===== src/hdl/fat16_cluster_chain_reader_top_assert.svh =====
// Assertion macros shared by the reader modules.
// Both expect clk and rst_n in scope.
`ifndef FAT16_CLUSTER_CHAIN_READER_TOP_ASSERT_SVH
`define FAT16_CLUSTER_CHAIN_READER_TOP_ASSERT_SVH

// same-cycle implication
`define FCR_ASSERT_NOW(lbl, ante, cons, msg) \
    lbl: assert property (@(posedge clk) disable iff (!rst_n) (ante) |-> (cons)) \
        else $error(msg);

// next-cycle implication
`define FCR_ASSERT_NEXT(lbl, ante, cons, msg) \
    lbl: assert property (@(posedge clk) disable iff (!rst_n) (ante) |=> (cons)) \
        else $error(msg);

`endif


===== src/hdl/fcr_pkg.sv =====
`timescale 1ns / 1ps
`default_nettype none

package fcr_pkg;

    localparam logic [1:0] OP_OPEN  = 2'd0;
    localparam logic [1:0] OP_READ  = 2'd1;
    localparam logic [1:0] OP_REPLY = 2'd2;

    localparam logic [1:0] KIND_DATA   = 2'd0;
    localparam logic [1:0] KIND_FAT    = 2'd1;
    localparam logic [1:0] KIND_DONE   = 2'd2;
    localparam logic [1:0] KIND_REJECT = 2'd3;

    localparam logic [1:0] CFG_DATA_BASE     = 2'd0;
    localparam logic [1:0] CFG_FAT_BASE      = 2'd1;
    localparam logic [1:0] CFG_CLUSTER_BYTES = 2'd2;

    localparam logic [16:0] CLUSTER_BYTES_RST = 17'd512;
    localparam logic [16:0] FAT_ENTRY_BYTES   = 17'd2;

    // queue depth, power of two
    localparam int QDEPTH = 4;
    localparam int QPTR_W = $clog2(QDEPTH);
    localparam int QCNT_W = QPTR_W + 1;

    typedef struct packed {
        logic        has_data;
        logic [1:0]  tail_kind;
        logic [15:0] cluster;
        logic [16:0] offset;
        logic [16:0] len;
        logic [31:0] total;
    } job_t;

    typedef struct packed {
        logic empty;
        logic full;
    } q_stat_t;

endpackage

`default_nettype wire


===== src/hdl/fcr_front.sv =====
`timescale 1ns / 1ps
`default_nettype none

module fcr_front
(
    input  wire logic            clk,
    input  wire logic            rst_n,
    input  wire logic            s_tvalid,
    output logic                 s_tready,
    input  wire logic [47:0]     s_tdata,   // cluster_value[15:0], byte_count[47:16]
    input  wire logic [1:0]      s_tuser,   // opcode[1:0]
    input  wire logic [16:0]     cluster_bytes,
    input  wire fcr_pkg::q_stat_t q_stat,
    output logic                 push,
    output fcr_pkg::job_t        push_job
);

`include "fat16_cluster_chain_reader_top_assert.svh"

    logic [15:0] cluster_reg, cluster_next;
    logic [16:0] offset_reg, offset_next;
    logic [31:0] rem_reg, rem_next;
    logic [31:0] req_left_reg, req_left_next;
    logic [31:0] req_total_reg, req_total_next;
    logic        await_reg, await_next;

    logic        acc;
    logic [1:0]  op;
    logic [15:0] cv;
    logic [31:0] cnt;

    logic [15:0] ch_cluster;
    logic [31:0] ch_req;
    logic [31:0] ch_tot;
    logic [16:0] ch_room;
    logic [16:0] ch_len;
    logic [31:0] ch_rem;
    logic [17:0] ch_off_sum;
    logic [16:0] ch_off;
    logic        ch_wrap;
    logic        ch_fat;
    logic [31:0] ch_req_n;
    logic [31:0] ch_tot_n;

    logic        fat_push;

    assign s_tready = !q_stat.full;
    assign acc      = s_tvalid && s_tready;
    assign op       = s_tuser;
    assign cv       = s_tdata[15:0];
    assign cnt      = s_tdata[47:16];
    assign fat_push = push && (push_job.tail_kind == fcr_pkg::KIND_FAT);

    // one data chunk from the current position
    always_comb
    begin
        if (op == fcr_pkg::OP_REPLY)
        begin
            ch_cluster = cv;
            ch_req     = req_left_reg;
            ch_tot     = req_total_reg;
        end
        else
        begin
            ch_cluster = cluster_reg;
            ch_req     = cnt;
            ch_tot     = 32'd0;
        end
        ch_room = (offset_reg < cluster_bytes) ? (cluster_bytes - offset_reg) : 17'd0;
        ch_len  = ch_room;
        if (ch_req < {15'd0, ch_len})
            ch_len = ch_req[16:0];
        if (rem_reg < {15'd0, ch_len})
            ch_len = rem_reg[16:0];
        ch_rem     = rem_reg - {15'd0, ch_len};
        ch_off_sum = {1'b0, offset_reg} + {1'b0, ch_len};
        ch_off     = ch_off_sum[16:0];
        ch_wrap    = ch_off >= cluster_bytes;
        ch_fat     = ch_wrap && (ch_rem != 32'd0);
        ch_req_n   = ch_req - {15'd0, ch_len};
        ch_tot_n   = ch_tot + {15'd0, ch_len};
    end

    always_comb
    begin
        cluster_next   = cluster_reg;
        offset_next    = offset_reg;
        rem_next       = rem_reg;
        req_left_next  = req_left_reg;
        req_total_next = req_total_reg;
        await_next     = await_reg;
        push           = 1'b0;
        push_job       = '0;
        if (acc)
        begin
            case (op)
                fcr_pkg::OP_OPEN:
                begin
                    cluster_next   = cv;
                    offset_next    = 17'd0;
                    rem_next       = cnt;
                    req_left_next  = 32'd0;
                    req_total_next = 32'd0;
                    await_next     = 1'b0;
                end
                fcr_pkg::OP_READ,
                fcr_pkg::OP_REPLY:
                begin
                    push = 1'b1;
                    if (await_reg != (op == fcr_pkg::OP_REPLY))
                    begin
                        push_job.tail_kind = fcr_pkg::KIND_REJECT;
                    end
                    else if ((op == fcr_pkg::OP_READ) &&
                             (rem_reg == 32'd0 || cluster_reg == 16'd0 || cnt == 32'd0))
                    begin
                        req_left_next      = 32'd0;
                        req_total_next     = 32'd0;
                        push_job.tail_kind = fcr_pkg::KIND_DONE;
                    end
                    else if ((op == fcr_pkg::OP_REPLY) &&
                             (req_left_reg == 32'd0 || rem_reg == 32'd0))
                    begin
                        cluster_next       = cv;
                        await_next         = 1'b0;
                        push_job.tail_kind = fcr_pkg::KIND_DONE;
                        push_job.total     = req_total_reg;
                    end
                    else
                    begin
                        cluster_next      = ch_cluster;
                        rem_next          = ch_rem;
                        offset_next       = ch_wrap ? 17'd0 : ch_off;
                        req_left_next     = ch_req_n;
                        req_total_next    = ch_tot_n;
                        await_next        = ch_fat;
                        push_job.has_data = 1'b1;
                        push_job.cluster  = ch_cluster;
                        push_job.offset   = offset_reg;
                        push_job.len      = ch_len;
                        if (ch_fat)
                        begin
                            push_job.tail_kind = fcr_pkg::KIND_FAT;
                        end
                        else
                        begin
                            push_job.tail_kind = fcr_pkg::KIND_DONE;
                            push_job.total     = ch_tot_n;
                        end
                    end
                end
                default:
                begin
                    push               = 1'b1;
                    push_job.tail_kind = fcr_pkg::KIND_REJECT;
                end
            endcase
        end
    end

    always_ff @(posedge clk or negedge rst_n)
    begin
        if (!rst_n)
        begin
            cluster_reg   <= 16'd0;
            offset_reg    <= 17'd0;
            rem_reg       <= 32'd0;
            req_left_reg  <= 32'd0;
            req_total_reg <= 32'd0;
            await_reg     <= 1'b0;
        end
        else
        begin
            cluster_reg   <= cluster_next;
            offset_reg    <= offset_next;
            rem_reg       <= rem_next;
            req_left_reg  <= req_left_next;
            req_total_reg <= req_total_next;
            await_reg     <= await_next;
        end
    end

    `FCR_ASSERT_NEXT(a_fat_sets_wait, fat_push, await_reg, "FAT read without wait")

endmodule

`default_nettype wire


===== src/hdl/fcr_queue.sv =====
`timescale 1ns / 1ps
`default_nettype none

module fcr_queue
(
    input  wire logic             clk,
    input  wire logic             rst_n,
    input  wire logic             push,
    input  wire fcr_pkg::job_t    push_job,
    input  wire logic             pop,
    output fcr_pkg::job_t         head,
    output fcr_pkg::q_stat_t      q_stat
);

`include "fat16_cluster_chain_reader_top_assert.svh"

    fcr_pkg::job_t                  mem_reg [fcr_pkg::QDEPTH];
    logic [fcr_pkg::QPTR_W-1:0]     wr_ptr_reg;
    logic [fcr_pkg::QPTR_W-1:0]     rd_ptr_reg;
    logic [fcr_pkg::QCNT_W-1:0]     cnt_reg, cnt_next;

    assign head         = mem_reg[rd_ptr_reg];
    assign q_stat.empty = cnt_reg == '0;
    assign q_stat.full  = cnt_reg == fcr_pkg::QCNT_W'(fcr_pkg::QDEPTH);

    always_comb
    begin
        cnt_next = cnt_reg;
        if (push && !pop)
            cnt_next = cnt_reg + 1'b1;
        else if (pop && !push)
            cnt_next = cnt_reg - 1'b1;
    end

    always_ff @(posedge clk)
    begin
        if (push)
            mem_reg[wr_ptr_reg] <= push_job;
    end

    always_ff @(posedge clk or negedge rst_n)
    begin
        if (!rst_n)
        begin
            wr_ptr_reg <= '0;
            rd_ptr_reg <= '0;
            cnt_reg    <= '0;
        end
        else
        begin
            if (push)
                wr_ptr_reg <= wr_ptr_reg + 1'b1;
            if (pop)
                rd_ptr_reg <= rd_ptr_reg + 1'b1;
            cnt_reg <= cnt_next;
        end
    end

    `FCR_ASSERT_NOW(a_no_overflow, push, !q_stat.full, "queue overflow")
    `FCR_ASSERT_NOW(a_no_underflow, pop, !q_stat.empty, "queue underflow")

endmodule

`default_nettype wire


===== src/hdl/fcr_back.sv =====
`timescale 1ns / 1ps
`default_nettype none

module fcr_back
(
    input  wire logic             clk,
    input  wire logic             rst_n,
    input  wire fcr_pkg::job_t    head,
    input  wire fcr_pkg::q_stat_t q_stat,
    output logic                  pop,
    input  wire logic [31:0]      data_base,
    input  wire logic [31:0]      fat_base,
    input  wire logic [16:0]      cluster_bytes,
    output logic                  m_tvalid,
    input  wire logic             m_tready,
    output logic [87:0]           m_tdata,  // command_address[31:0], transfer_length[48:32],
                                            // total_read[80:49], zero fill
    output logic [1:0]            m_tuser,  // command_kind[1:0]
    output logic                  m_tlast
);

`include "fat16_cluster_chain_reader_top_assert.svh"

    localparam logic PH_DATA = 1'b0;
    localparam logic PH_TAIL = 1'b1;

    fcr_pkg::job_t job_reg;
    logic          hold_reg;
    logic          phase_reg;
    logic [31:0]   prod_reg;
    logic [31:0]   prod_next;

    logic          out_valid_reg;
    logic [1:0]    out_kind_reg;
    logic [31:0]   out_addr_reg;
    logic [16:0]   out_len_reg;
    logic [31:0]   out_total_reg;
    logic          out_last_reg;

    logic          out_free;
    logic          emit;
    logic          tail_emit;
    logic          is_fat;
    logic          data_phase;

    assign out_free   = !out_valid_reg || m_tready;
    assign emit       = hold_reg && out_free;
    assign tail_emit  = emit && (phase_reg == PH_TAIL);
    assign pop        = !q_stat.empty && (!hold_reg || tail_emit);
    assign prod_next  = (32'(head.cluster) - 32'd2) * {15'd0, cluster_bytes};
    assign is_fat     = job_reg.tail_kind == fcr_pkg::KIND_FAT;
    assign data_phase = hold_reg && (phase_reg == PH_DATA);

    always_ff @(posedge clk or negedge rst_n)
    begin
        if (!rst_n)
        begin
            hold_reg  <= 1'b0;
            phase_reg <= PH_DATA;
        end
        else if (pop)
        begin
            hold_reg  <= 1'b1;
            phase_reg <= head.has_data ? PH_DATA : PH_TAIL;
        end
        else if (tail_emit)
        begin
            hold_reg <= 1'b0;
        end
        else if (emit)
        begin
            phase_reg <= PH_TAIL;
        end
    end

    always_ff @(posedge clk)
    begin
        if (pop)
        begin
            job_reg  <= head;
            prod_reg <= prod_next;
        end
    end

    always_ff @(posedge clk or negedge rst_n)
    begin
        if (!rst_n)
            out_valid_reg <= 1'b0;
        else if (emit)
            out_valid_reg <= 1'b1;
        else if (m_tready)
            out_valid_reg <= 1'b0;
    end

    always_ff @(posedge clk)
    begin
        if (emit)
        begin
            if (phase_reg == PH_DATA)
            begin
                out_kind_reg  <= fcr_pkg::KIND_DATA;
                out_addr_reg  <= data_base + prod_reg + {15'd0, job_reg.offset};
                out_len_reg   <= job_reg.len;
                out_total_reg <= 32'd0;
                out_last_reg  <= 1'b0;
            end
            else
            begin
                out_kind_reg  <= job_reg.tail_kind;
                out_addr_reg  <= is_fat ? (fat_base + {15'd0, job_reg.cluster, 1'b0}) : 32'd0;
                out_len_reg   <= is_fat ? fcr_pkg::FAT_ENTRY_BYTES : 17'd0;
                out_total_reg <= job_reg.total;
                out_last_reg  <= 1'b1;
            end
        end
    end

    assign m_tvalid = out_valid_reg;
    assign m_tuser  = out_kind_reg;
    assign m_tlast  = out_last_reg;
    assign m_tdata  = {7'd0, out_total_reg, out_len_reg, out_addr_reg};

    `FCR_ASSERT_NOW(a_data_phase_has_data, data_phase, job_reg.has_data, "job without data")

endmodule

`default_nettype wire


===== src/hdl/fat16_cluster_chain_reader_top.sv =====
// FAT16 cluster-chain reader.
// Input stream s_*: open (start cluster, file size), read (byte count) and
// FAT reply (next cluster) transactions, opcode on s_tuser.
// Output stream m_*: data read, FAT entry read, done and rejected commands,
// kind on m_tuser, m_tlast on the final command caused by one input.
// Config channel cfg_*: index 0 data_base, 1 fat_base, 2 cluster_bytes;
// always ready, write only while the block is idle.
// The first command of an item passes through the job queue, the job register
// and the output register of the command builder. The builder emits an item's
// commands in turn and pops the next item as it emits the last; opens yield none.
// A 4-entry job queue decouples the classifier from the command builder;
// s_tready drops only while that queue is full.
// A stalled m_tready holds the output register, fills the queue, then backs
// up to s_tready. Reset empties the queue and output, clears file state and
// loads cluster_bytes with 512, both base addresses with 0.
`timescale 1ns / 1ps
`default_nettype none

module fat16_cluster_chain_reader_top
(
    input  wire logic        clk,
    input  wire logic        rst_n,
    input  wire logic        s_tvalid,
    output logic             s_tready,
    input  wire logic [47:0] s_tdata,   // cluster_value[15:0], byte_count[47:16]
    input  wire logic [1:0]  s_tuser,   // opcode[1:0]
    output logic             m_tvalid,
    input  wire logic        m_tready,
    output logic [87:0]      m_tdata,   // command_address[31:0], transfer_length[48:32],
                                        // total_read[80:49], zero fill
    output logic [1:0]       m_tuser,   // command_kind[1:0]
    output logic             m_tlast,   // last
    input  wire logic        cfg_valid,
    output logic             cfg_ready,
    input  wire logic [1:0]  cfg_index,
    input  wire logic [31:0] cfg_data
);

    logic [31:0]      data_base_reg;
    logic [31:0]      fat_base_reg;
    logic [16:0]      cluster_bytes_reg;

    fcr_pkg::q_stat_t q_stat;
    fcr_pkg::job_t    push_job;
    fcr_pkg::job_t    head;
    logic             push;
    logic             pop;

    assign cfg_ready = 1'b1;

    always_ff @(posedge clk or negedge rst_n)
    begin
        if (!rst_n)
        begin
            data_base_reg     <= 32'd0;
            fat_base_reg      <= 32'd0;
            cluster_bytes_reg <= fcr_pkg::CLUSTER_BYTES_RST;
        end
        else if (cfg_valid && cfg_ready)
        begin
            case (cfg_index)
                fcr_pkg::CFG_DATA_BASE:     data_base_reg     <= cfg_data;
                fcr_pkg::CFG_FAT_BASE:      fat_base_reg      <= cfg_data;
                fcr_pkg::CFG_CLUSTER_BYTES: cluster_bytes_reg <= cfg_data[16:0];
                default:                    ;
            endcase
        end
    end

    fcr_front u_front
    (
        .clk           (clk),
        .rst_n         (rst_n),
        .s_tvalid      (s_tvalid),
        .s_tready      (s_tready),
        .s_tdata       (s_tdata),
        .s_tuser       (s_tuser),
        .cluster_bytes (cluster_bytes_reg),
        .q_stat        (q_stat),
        .push          (push),
        .push_job      (push_job)
    );

    fcr_queue u_queue
    (
        .clk      (clk),
        .rst_n    (rst_n),
        .push     (push),
        .push_job (push_job),
        .pop      (pop),
        .head     (head),
        .q_stat   (q_stat)
    );

    fcr_back u_back
    (
        .clk           (clk),
        .rst_n         (rst_n),
        .head          (head),
        .q_stat        (q_stat),
        .pop           (pop),
        .data_base     (data_base_reg),
        .fat_base      (fat_base_reg),
        .cluster_bytes (cluster_bytes_reg),
        .m_tvalid      (m_tvalid),
        .m_tready      (m_tready),
        .m_tdata       (m_tdata),
        .m_tuser       (m_tuser),
        .m_tlast       (m_tlast)
    );

endmodule

`default_nettype wire

===== config.mk =====
export PLATFORM = sky130hd
export DESIGN_NAME = fat16_cluster_chain_reader_top
export DESIGN_NICKNAME = d
export VERILOG_FILES = /design/src/hdl/fcr_pkg.sv /design/src/hdl/fcr_front.sv /design/src/hdl/fcr_queue.sv /design/src/hdl/fcr_back.sv /design/src/hdl/fat16_cluster_chain_reader_top.sv
export VERILOG_INCLUDE_DIRS = /design/src /design/src/hdl
export SDC_FILE = /design/constraint.sdc
export NUM_CORES = 2
export LEC_CHECK = 0
export ABC_AREA = 1
export BUFFER_PORTS_ARGS = -buffer_cell sky130_fd_sc_hd__buf_2
export CAP_MARGIN = 20
export CORE_ASPECT_RATIO = 1.2
export CORE_UTILIZATION = 58
export CTS_CLUSTER_SIZE = 8
export DETAILED_ROUTE_END_ITERATION = 12
export GPL_ROUTABILITY_DRIVEN = 0
export PLACE_DENSITY = 0.75
export SLEW_MARGIN = 25
export SYNTH_ARGS = -nofsm -noshare
export SYNTH_HDL_FRONTEND = slang
export SYNTH_SLANG_ARGS = --single-unit

===== constraint.sdc =====
create_clock -name clk -period 13.3 [get_ports clk]
set_clock_uncertainty 0.15 [all_clocks]
set_input_delay 0.665 -clock clk [delete_from_list [all_inputs] [get_ports clk]]
set_output_delay 0.665 -clock clk [all_outputs]
set_load 0.02 [all_outputs]

After elaboration in Yosys (flattened, before gate mapping)
Memories as Yosys holds them, arrays and structs flattened.
Cells that the tools add are included.
W data, S select, Z words.

word-level totals
  flip-flop bits (word level) = 421
  bits in latches = 0
  memory bits (writable) = 340
  memory bits (read-only) = 0
  input port bits = 89
  output and inout bits = 94
  word-level logic and storage cells = 164
  memories = 1

memory list
  memory           words  width  rd ports  clocked after memory_dff  wr ports  RTL line         RTL
  u_queue.mem_reg  4      85     1         0                         1         fcr_queue.sv:17  fcr_pkg::job_t mem_reg [fcr_pkg::QDEPTH];

operators by class
  $add $sub $neg = 13
  multiply operators = 1
  div/mod/pow operators = 0
  order comparisons = 4
  eq/ne operators = 12
  shift operators = 0
  mux-type cells = 66
  bitwise gates (word level) = 0
  reduce and logical (&&, ||, !) cells = 41

operators by type and width
  kind                     count
  $mux W32                 15
  $mux W82                 3
  $pmux W32 S2             3
  $mux W17                 8
  $add A32 B17 Y32         3
  $logic_not A32 Y1        3
  $mux W85                 1
  $lt A32 B17 Y1           2
  $mux W16                 4
  $sub A32 B17 Y32         2
  $mux W50                 1
  $pmux W17 S2             1
  $add A32 B32 Y32         1
  $mul A32 B17 Y32         1
  $pmux W16 S2             1
  $reduce_bool A32 Y1      1
  $mux W1                  20
  $add A17 B17 Y17         1
  $ge A17 B17 Y1           1
  $lt A17 B17 Y1           1
  $sub A16 B2 Y17 const B  1
  $sub A17 B17 Y17         1
  $logic_not A16 Y1        1
  $mux W2                  5
  22 further kinds         56

Depth between registers and ports, before layout
  depth in word-level cells = 15
  mapped depth = 71
  mapped depth without buffers = 67

Modules after synthesis
A second synthesis with hierarchy kept.

unflattened totals
  cells, all modules = 5,913
  area, all modules = 52,241.4 um2

modules (own cells, without submodules)
  module                          instances  cells each  area each (um2)  seq. area each (um2)
  fcr_back                        1          2,545       21,355.5         6,080.8
  fcr_queue                       1          1,040       14,347.5         10,385.0
  fcr_front                       1          1,967       13,235.2         3,253.1
  fat16_cluster_chain_reader_top  1          361         3,303.2          2,028.2

Worst setup path after synthesis
No wires, ideal clock.

  kind = reg-to-reg
  from = register cluster_bytes_reg[0]
  to = register u_front.offset_reg[16]
  setup time = 0.065 ns
  arrival = 9.186 ns
  data required time = 13.085 ns
  slack = 3.898 ns
  stages on the path, launching flop included = 64
  path buffers = 4
  clock period less this slack = 9.402 ns
  path through = dfrtp_1 > inv_1 > ha_1 > inv_1 > fa_1 > inv_1 > o21ai_0 > a21oi_1 > o21ai_0 > inv_1 > o21ai_0 > nand3_1 > nand2_1 > a21oi_1 > o21ai_0 > ha_1 > nand2_1 > nor2_1 > (+28 left out) > nand3_1 > nand2_1 > nand3_1 > nand2_1 > a21oi_1 > o21bai_1 > xor2_1 > nand3_1 > and2_1 > ha_1 > nand2_1 > a21oi_1 > a2111oi_0 > inv_1 > nor2_1 > clkbuf_1 > nand3_1 > nand2_1

on the way
  cells in the longest elaborated chain, start to end = 13
  elaborated cells on any way between the ends = 14
  classes of those cells = add/sub: 2; order compare: 4; mux: 8

RTL lines
  element                                                    RTL line                              RTL
  start: declaration                                         fat16_cluster_chain_reader_top.sv:41  logic [16:0] cluster_bytes_reg;
  start signal: assignment                                   fat16_cluster_chain_reader_top.sv:57  cluster_bytes_reg <= fcr_pkg::CLUSTER_BYTES_RST;
  start signal: assignment                                   fat16_cluster_chain_reader_top.sv:64  fcr_pkg::CFG_CLUSTER_BYTES: cluster_bytes_reg <= cfg_data[16:0];
  $sub A17 B17 Y17 / $lt A17 B17 Y1 (equally long branches)  fcr_front.sv:69                       ch_room = (offset_reg < cluster_bytes) ? (cluster_bytes - offset_reg) : 17'd0;
  $mux W17                                                   fcr_front.sv:69
  $lt A32 B17 Y1                                             fcr_front.sv:71                       if (ch_req < {15'd0, ch_len})
  $mux W17                                                   fcr_front.sv:71
  $lt A32 B17 Y1                                             fcr_front.sv:73                       if (rem_reg < {15'd0, ch_len})
  $mux W17                                                   fcr_front.sv:73
  $add A17 B17 Y17                                           fcr_front.sv:76                       ch_off_sum = {1'b0, offset_reg} + {1'b0, ch_len};
  $ge A17 B17 Y1                                             fcr_front.sv:78                       ch_wrap = ch_off >= cluster_bytes;
  $mux W17 *                                                 fcr_front.sv:133                      offset_next = ch_wrap ? 17'd0 : ch_off;
  $mux W17 *                                                 fcr_front.sv:121                      else if ((op == fcr_pkg::OP_REPLY) &&
  $mux W17 *                                                 fcr_front.sv:114                      else if ((op == fcr_pkg::OP_READ) &&
  $mux W17 *                                                 fcr_front.sv:110                      if (await_reg != (op == fcr_pkg::OP_REPLY))
  $pmux W17 S2 *                                             fcr_front.sv:96                       case (op)
  end signal: assignment                                     fcr_front.sv:175                      offset_reg <= offset_next;
  end: declaration                                           fcr_front.sv:21                       logic [16:0] offset_reg, offset_next;

Mark *: on every way between the ends. The rest lies on a longest branch, timed or not. The select of a mux whose other input is x is not followed.
A chain may end at the register's enable or synchronous reset.

==> results.rst <==
.. list-table::
   :header-rows: 1

   * - Metric
     - Value
   * - Number of global-route vias before repair
     - roughly 38000
   * - Share of layout cells above drive strength 1
     - 8.14%
   * - Largest net degree at the start of global routing
     - slightly above 100
   * - Proportion of synthesized flip-flops having asynchronous set or reset
     - 29.0%
   * - Warning count from the yosys run
     - 0
   * - DRT antenna net count
     - 0
   * - CTS tree
     - done
   * - I/O pin total
     - about 180
   * - Final count of hold timing violations
     - 0
   * - Worst path max stage delay
     - 810 ps
   * - Number of synthesized flops with an enable pin
     - 540
   * - Final setup TNS
     - 0 ps
   * - Gates resized, CTS repair
     - 0
   * - Remaining Overflow, GRT
     - 0
   * - Data required time at the worst endpoint
     - 13570 ps
   * - Flip-flop count of the largest register, all copies and words added
     - 340
   * - Area of the mapped netlist
     - 48800 sq um
   * - Final Hold Slack
     - 90.3 ps
   * - Number of buffers created by CTS
     - approximately 110
   * - Number of port buffers
     - 174
   * - Final routed wirelength across all metal layers
     - 137000 um
   * - Number of register bits inferred by synthesis
     - 761
   * - Final setup fails
     - 0
   * - Clock root buffer
     - sky130_fd_sc_hd__clkbuf_16
   * - Result of the run
     - finished clean
   * - Post-synthesis average cell area
     - 9.48 sq um
   * - Arrival time at the worst endpoint
     - 12540 ps
   * - Effective utilization at floorplan
     - 58.6%
   * - Kind of critical path
     - reg2reg
   * - DIE AREA
     - 85300 sq um
   * - Max-cap viol count
     - 0
   * - Area delta synth->final
     - 10.4%
   * - Initial antenna violation count
     - 4
   * - H-Tree Level Count
     - 3
   * - Highest fanout seen on the critical path
     - 33
   * - Leading register cell type out of synthesis
     - sky130_fd_sc_hd__edfxtp_1
   * - Count of different cell masters after synthesis
     - 66
   * - Via density per instance
     - 5.86
   * - DRC violation count after routing
     - 0
   * - Unrepaired setup endpoints after global routing
     - no
   * - Vert. Die Dim
     - 320 um
   * - Sequential-to-total area share from yosys stat
     - 44.5%
   * - Clock latency on the worst-skew pair
     - 700 ps
   * - # fillers
     - 6653
   * - Type of the tightest min-delay check
     - in2reg
   * - Tmin final
     - 12260 ps
   * - First-pass iteration count of the detailed router
     - 8
   * - Total number of placement rows
     - 116
   * - All-layer global routing usage
     - 32.6%
   * - Critical Path Sink Type
     - flip-flop
   * - Overall via count from detail_route
     - 38055
   * - Core outline area
     - 83300 sq um
   * - Global-route wire length before repair
     - 211000 um
   * - Worst Tran Pin Value
     - 1140 ps
   * - Clk pin slew, worst setup/hold paths
     - 60 ps
   * - Cells after synthesis
     - 5152
   * - Number of clock sinks
     - 761
   * - DRT iter0 DRCs
     - 3833
   * - Die Wd
     - between 200 and 300 um
   * - DP Wirelength
     - 98800 um
   * - Count of buffer and inverter cells on the critical path
     - 6
   * - Maximum clock rate
     - 81.5 MHz
   * - Final Slew Violations
     - 0
   * - Critical Path Slowest Stage Cell
     - sky130_fd_sc_hd__nand3_2
   * - Clock tree buffer depth
     - 3
   * - CP delay by family, top
     - compound AO/OA/AOI/OAI gates
   * - Routed len/inst
     - 21.1 um
   * - Share of the clock period used by the worst path
     - 92.2%
   * - Final nets
     - 5950
   * - Startpoint class of the critical path
     - flip-flop
   * - Max-Slew Margin vs Limit
     - 24.2%
-- metal layers --
metal	global-route usage, %	up-vias	share of wire (%)
met3	6.21	547	8.5
met5	0	-	0.023
met4	21.1	4	7.5
met2	53.5	1950	48
met1	39.2	18272	36
li1	-	17282	-
-- cell usage after synthesis, types with 4 or more instances --
library cell                instances  area (sq um)
sky130_fd_sc_hd__and2_1             4          25.0
sky130_fd_sc_hd__fa_1             307          6150
sky130_fd_sc_hd__dfrtp_1          220          5510
sky130_fd_sc_hd__a21oi_1          245          1230
sky130_fd_sc_hd__buf_6              6          67.6
sky130_fd_sc_hd__ha_1             269          3370
sky130_fd_sc_hd__o21ai_0          472          2360
sky130_fd_sc_hd__buf_4              9          67.6
sky130_fd_sc_hd__o22ai_1          106           663
sky130_fd_sc_hd__a31oi_1           13          81.3
sky130_fd_sc_hd__buf_2              5          25.0
sky130_fd_sc_hd__xor2_1            91           797
sky130_fd_sc_hd__clkinv_1           9          33.8
sky130_fd_sc_hd__inv_1            787          2950
sky130_fd_sc_hd__o21bai_1          16           120
sky130_fd_sc_hd__nand2_2           10          62.6
sky130_fd_sc_hd__a21o_1             5          37.5
sky130_fd_sc_hd__nand3_2            4          40.0
sky130_fd_sc_hd__xnor2_1           54           473
sky130_fd_sc_hd__o211ai_1          21           158
sky130_fd_sc_hd__o21ai_2           21           184
sky130_fd_sc_hd__o21ai_1           32           160
sky130_fd_sc_hd__o31ai_1           11          82.6
sky130_fd_sc_hd__nand4_1           28           175
sky130_fd_sc_hd__inv_2             11          41.3
sky130_fd_sc_hd__o2111ai_1         31           272
sky130_fd_sc_hd__nor3_1            26           130
sky130_fd_sc_hd__clkbuf_1         178           668
sky130_fd_sc_hd__edfxtp_1         540         16200
sky130_fd_sc_hd__or2_2             10          62.6
sky130_fd_sc_hd__a211oi_1           7          52.6
sky130_fd_sc_hd__nor4_1            32           200
sky130_fd_sc_hd__a32oi_1           13           114
sky130_fd_sc_hd__a32o_1             4          40.0
sky130_fd_sc_hd__nand3_1           96           480
sky130_fd_sc_hd__nor2_2             7          43.8
sky130_fd_sc_hd__nand2_1          899          3370
sky130_fd_sc_hd__nor2_1           501          1880
sky130_fd_sc_hd__buf_1              8          30.0
-- layout make-up --
type                       count  area (sq um)  share of cell area [%]
multi-input combinational   3382         23300                    43.2
sequential                   761         21800                    40.4
inverter                     808          3040                    5.64
clock buffer                 182          2930                    5.43
tap                         1121          1400                    2.60
timing repair buffer         227          1280                    2.38
clock inverter                 8           205                   0.381
antenna                        1          2.50                 0.00464
-- path summary, 6_finish.rpt --
check                                     startpoint                endpoint  slack, ps  cells past startpoint
worst max-delay path            cluster_bytes_reg[0]  u_queue.mem_reg[1][15]       1040                     55
worst min-delay path                    cfg_data[26]        fat_base_reg[26]         90                      3
worst max register to register  cluster_bytes_reg[0]  u_queue.mem_reg[1][15]       1040                     55
worst min register to register       u_back.hold_reg         u_back.m_tvalid        330                      2
max in group asynchronous                      rst_n     u_front.rem_reg[13]      11050                      3
min in group asynchronous                      rst_n        fat_base_reg[28]        440                      2
-- per-stage QoR --
stage	std cells	area (sq um)	setup slack, ps	util, %
global route	6489	53900	38.6	64.7
finish	6490	53900	1040	64.7
detailed placement	6298	50700	1470	60.9
floorplan	5158	48800	3900	-
global placement	6298	50700	1850	60.9
CTS	6489	53900	1350	64.7
-- what timing repair did --
item	in CTS	in global routing
endpoints found under the hold margin	97	0
hold buffers	1	0
buffers inserted	0	0
-- layout by cell type, fill, tap and decap left out, drive strengths merged, types with 91 or more instances in the layout --
| master | synthesis | final |
|---|---|---|
| nand2 | 912 | 912 |
| ha | 269 | 269 |
| buf | 29 | 226 |
| nor2 | 508 | 508 |
| o21ai | 525 | 525 |
| clkbuf | 178 | 182 |
| nand3 | 100 | 100 |
| inv | 799 | 802 |
| xor2 | 91 | 91 |
| fa | 307 | 307 |
| dfrtp | 220 | 220 |
| edfxtp | 540 | 540 |
| o22ai | 106 | 106 |
| a21oi | 248 | 248 |
-- logic make-up (layout without fill, tap and decap cells) --
logic type / after synthesis / after routing / share of synthesized area [%]
fa+ha+maj: 576 / 576 / 19.5
simple gates: 1631 / 1631 / 13.5
flops: 761 / 761 / 44.5
xor+xnor: 145 / 145 / 2.60
buf+inv: 1015 / 1225 / 8.01
mux: 1 / 1 / 0.0231
other cells: 2 / 9 / 0.0154
compound gates: 1021 / 1021 / 11.8
-- tightest hold or removal path: cells and delay by family --
family | cells | cell delay (ps)
AO/OA/AOI/OAI | 1 | 80
buffers and inverters | 2 | 150
Power is left out: the tool's default activity adds up to more than one toggle a clock period on the data nets, which glitch-free logic cannot reach.
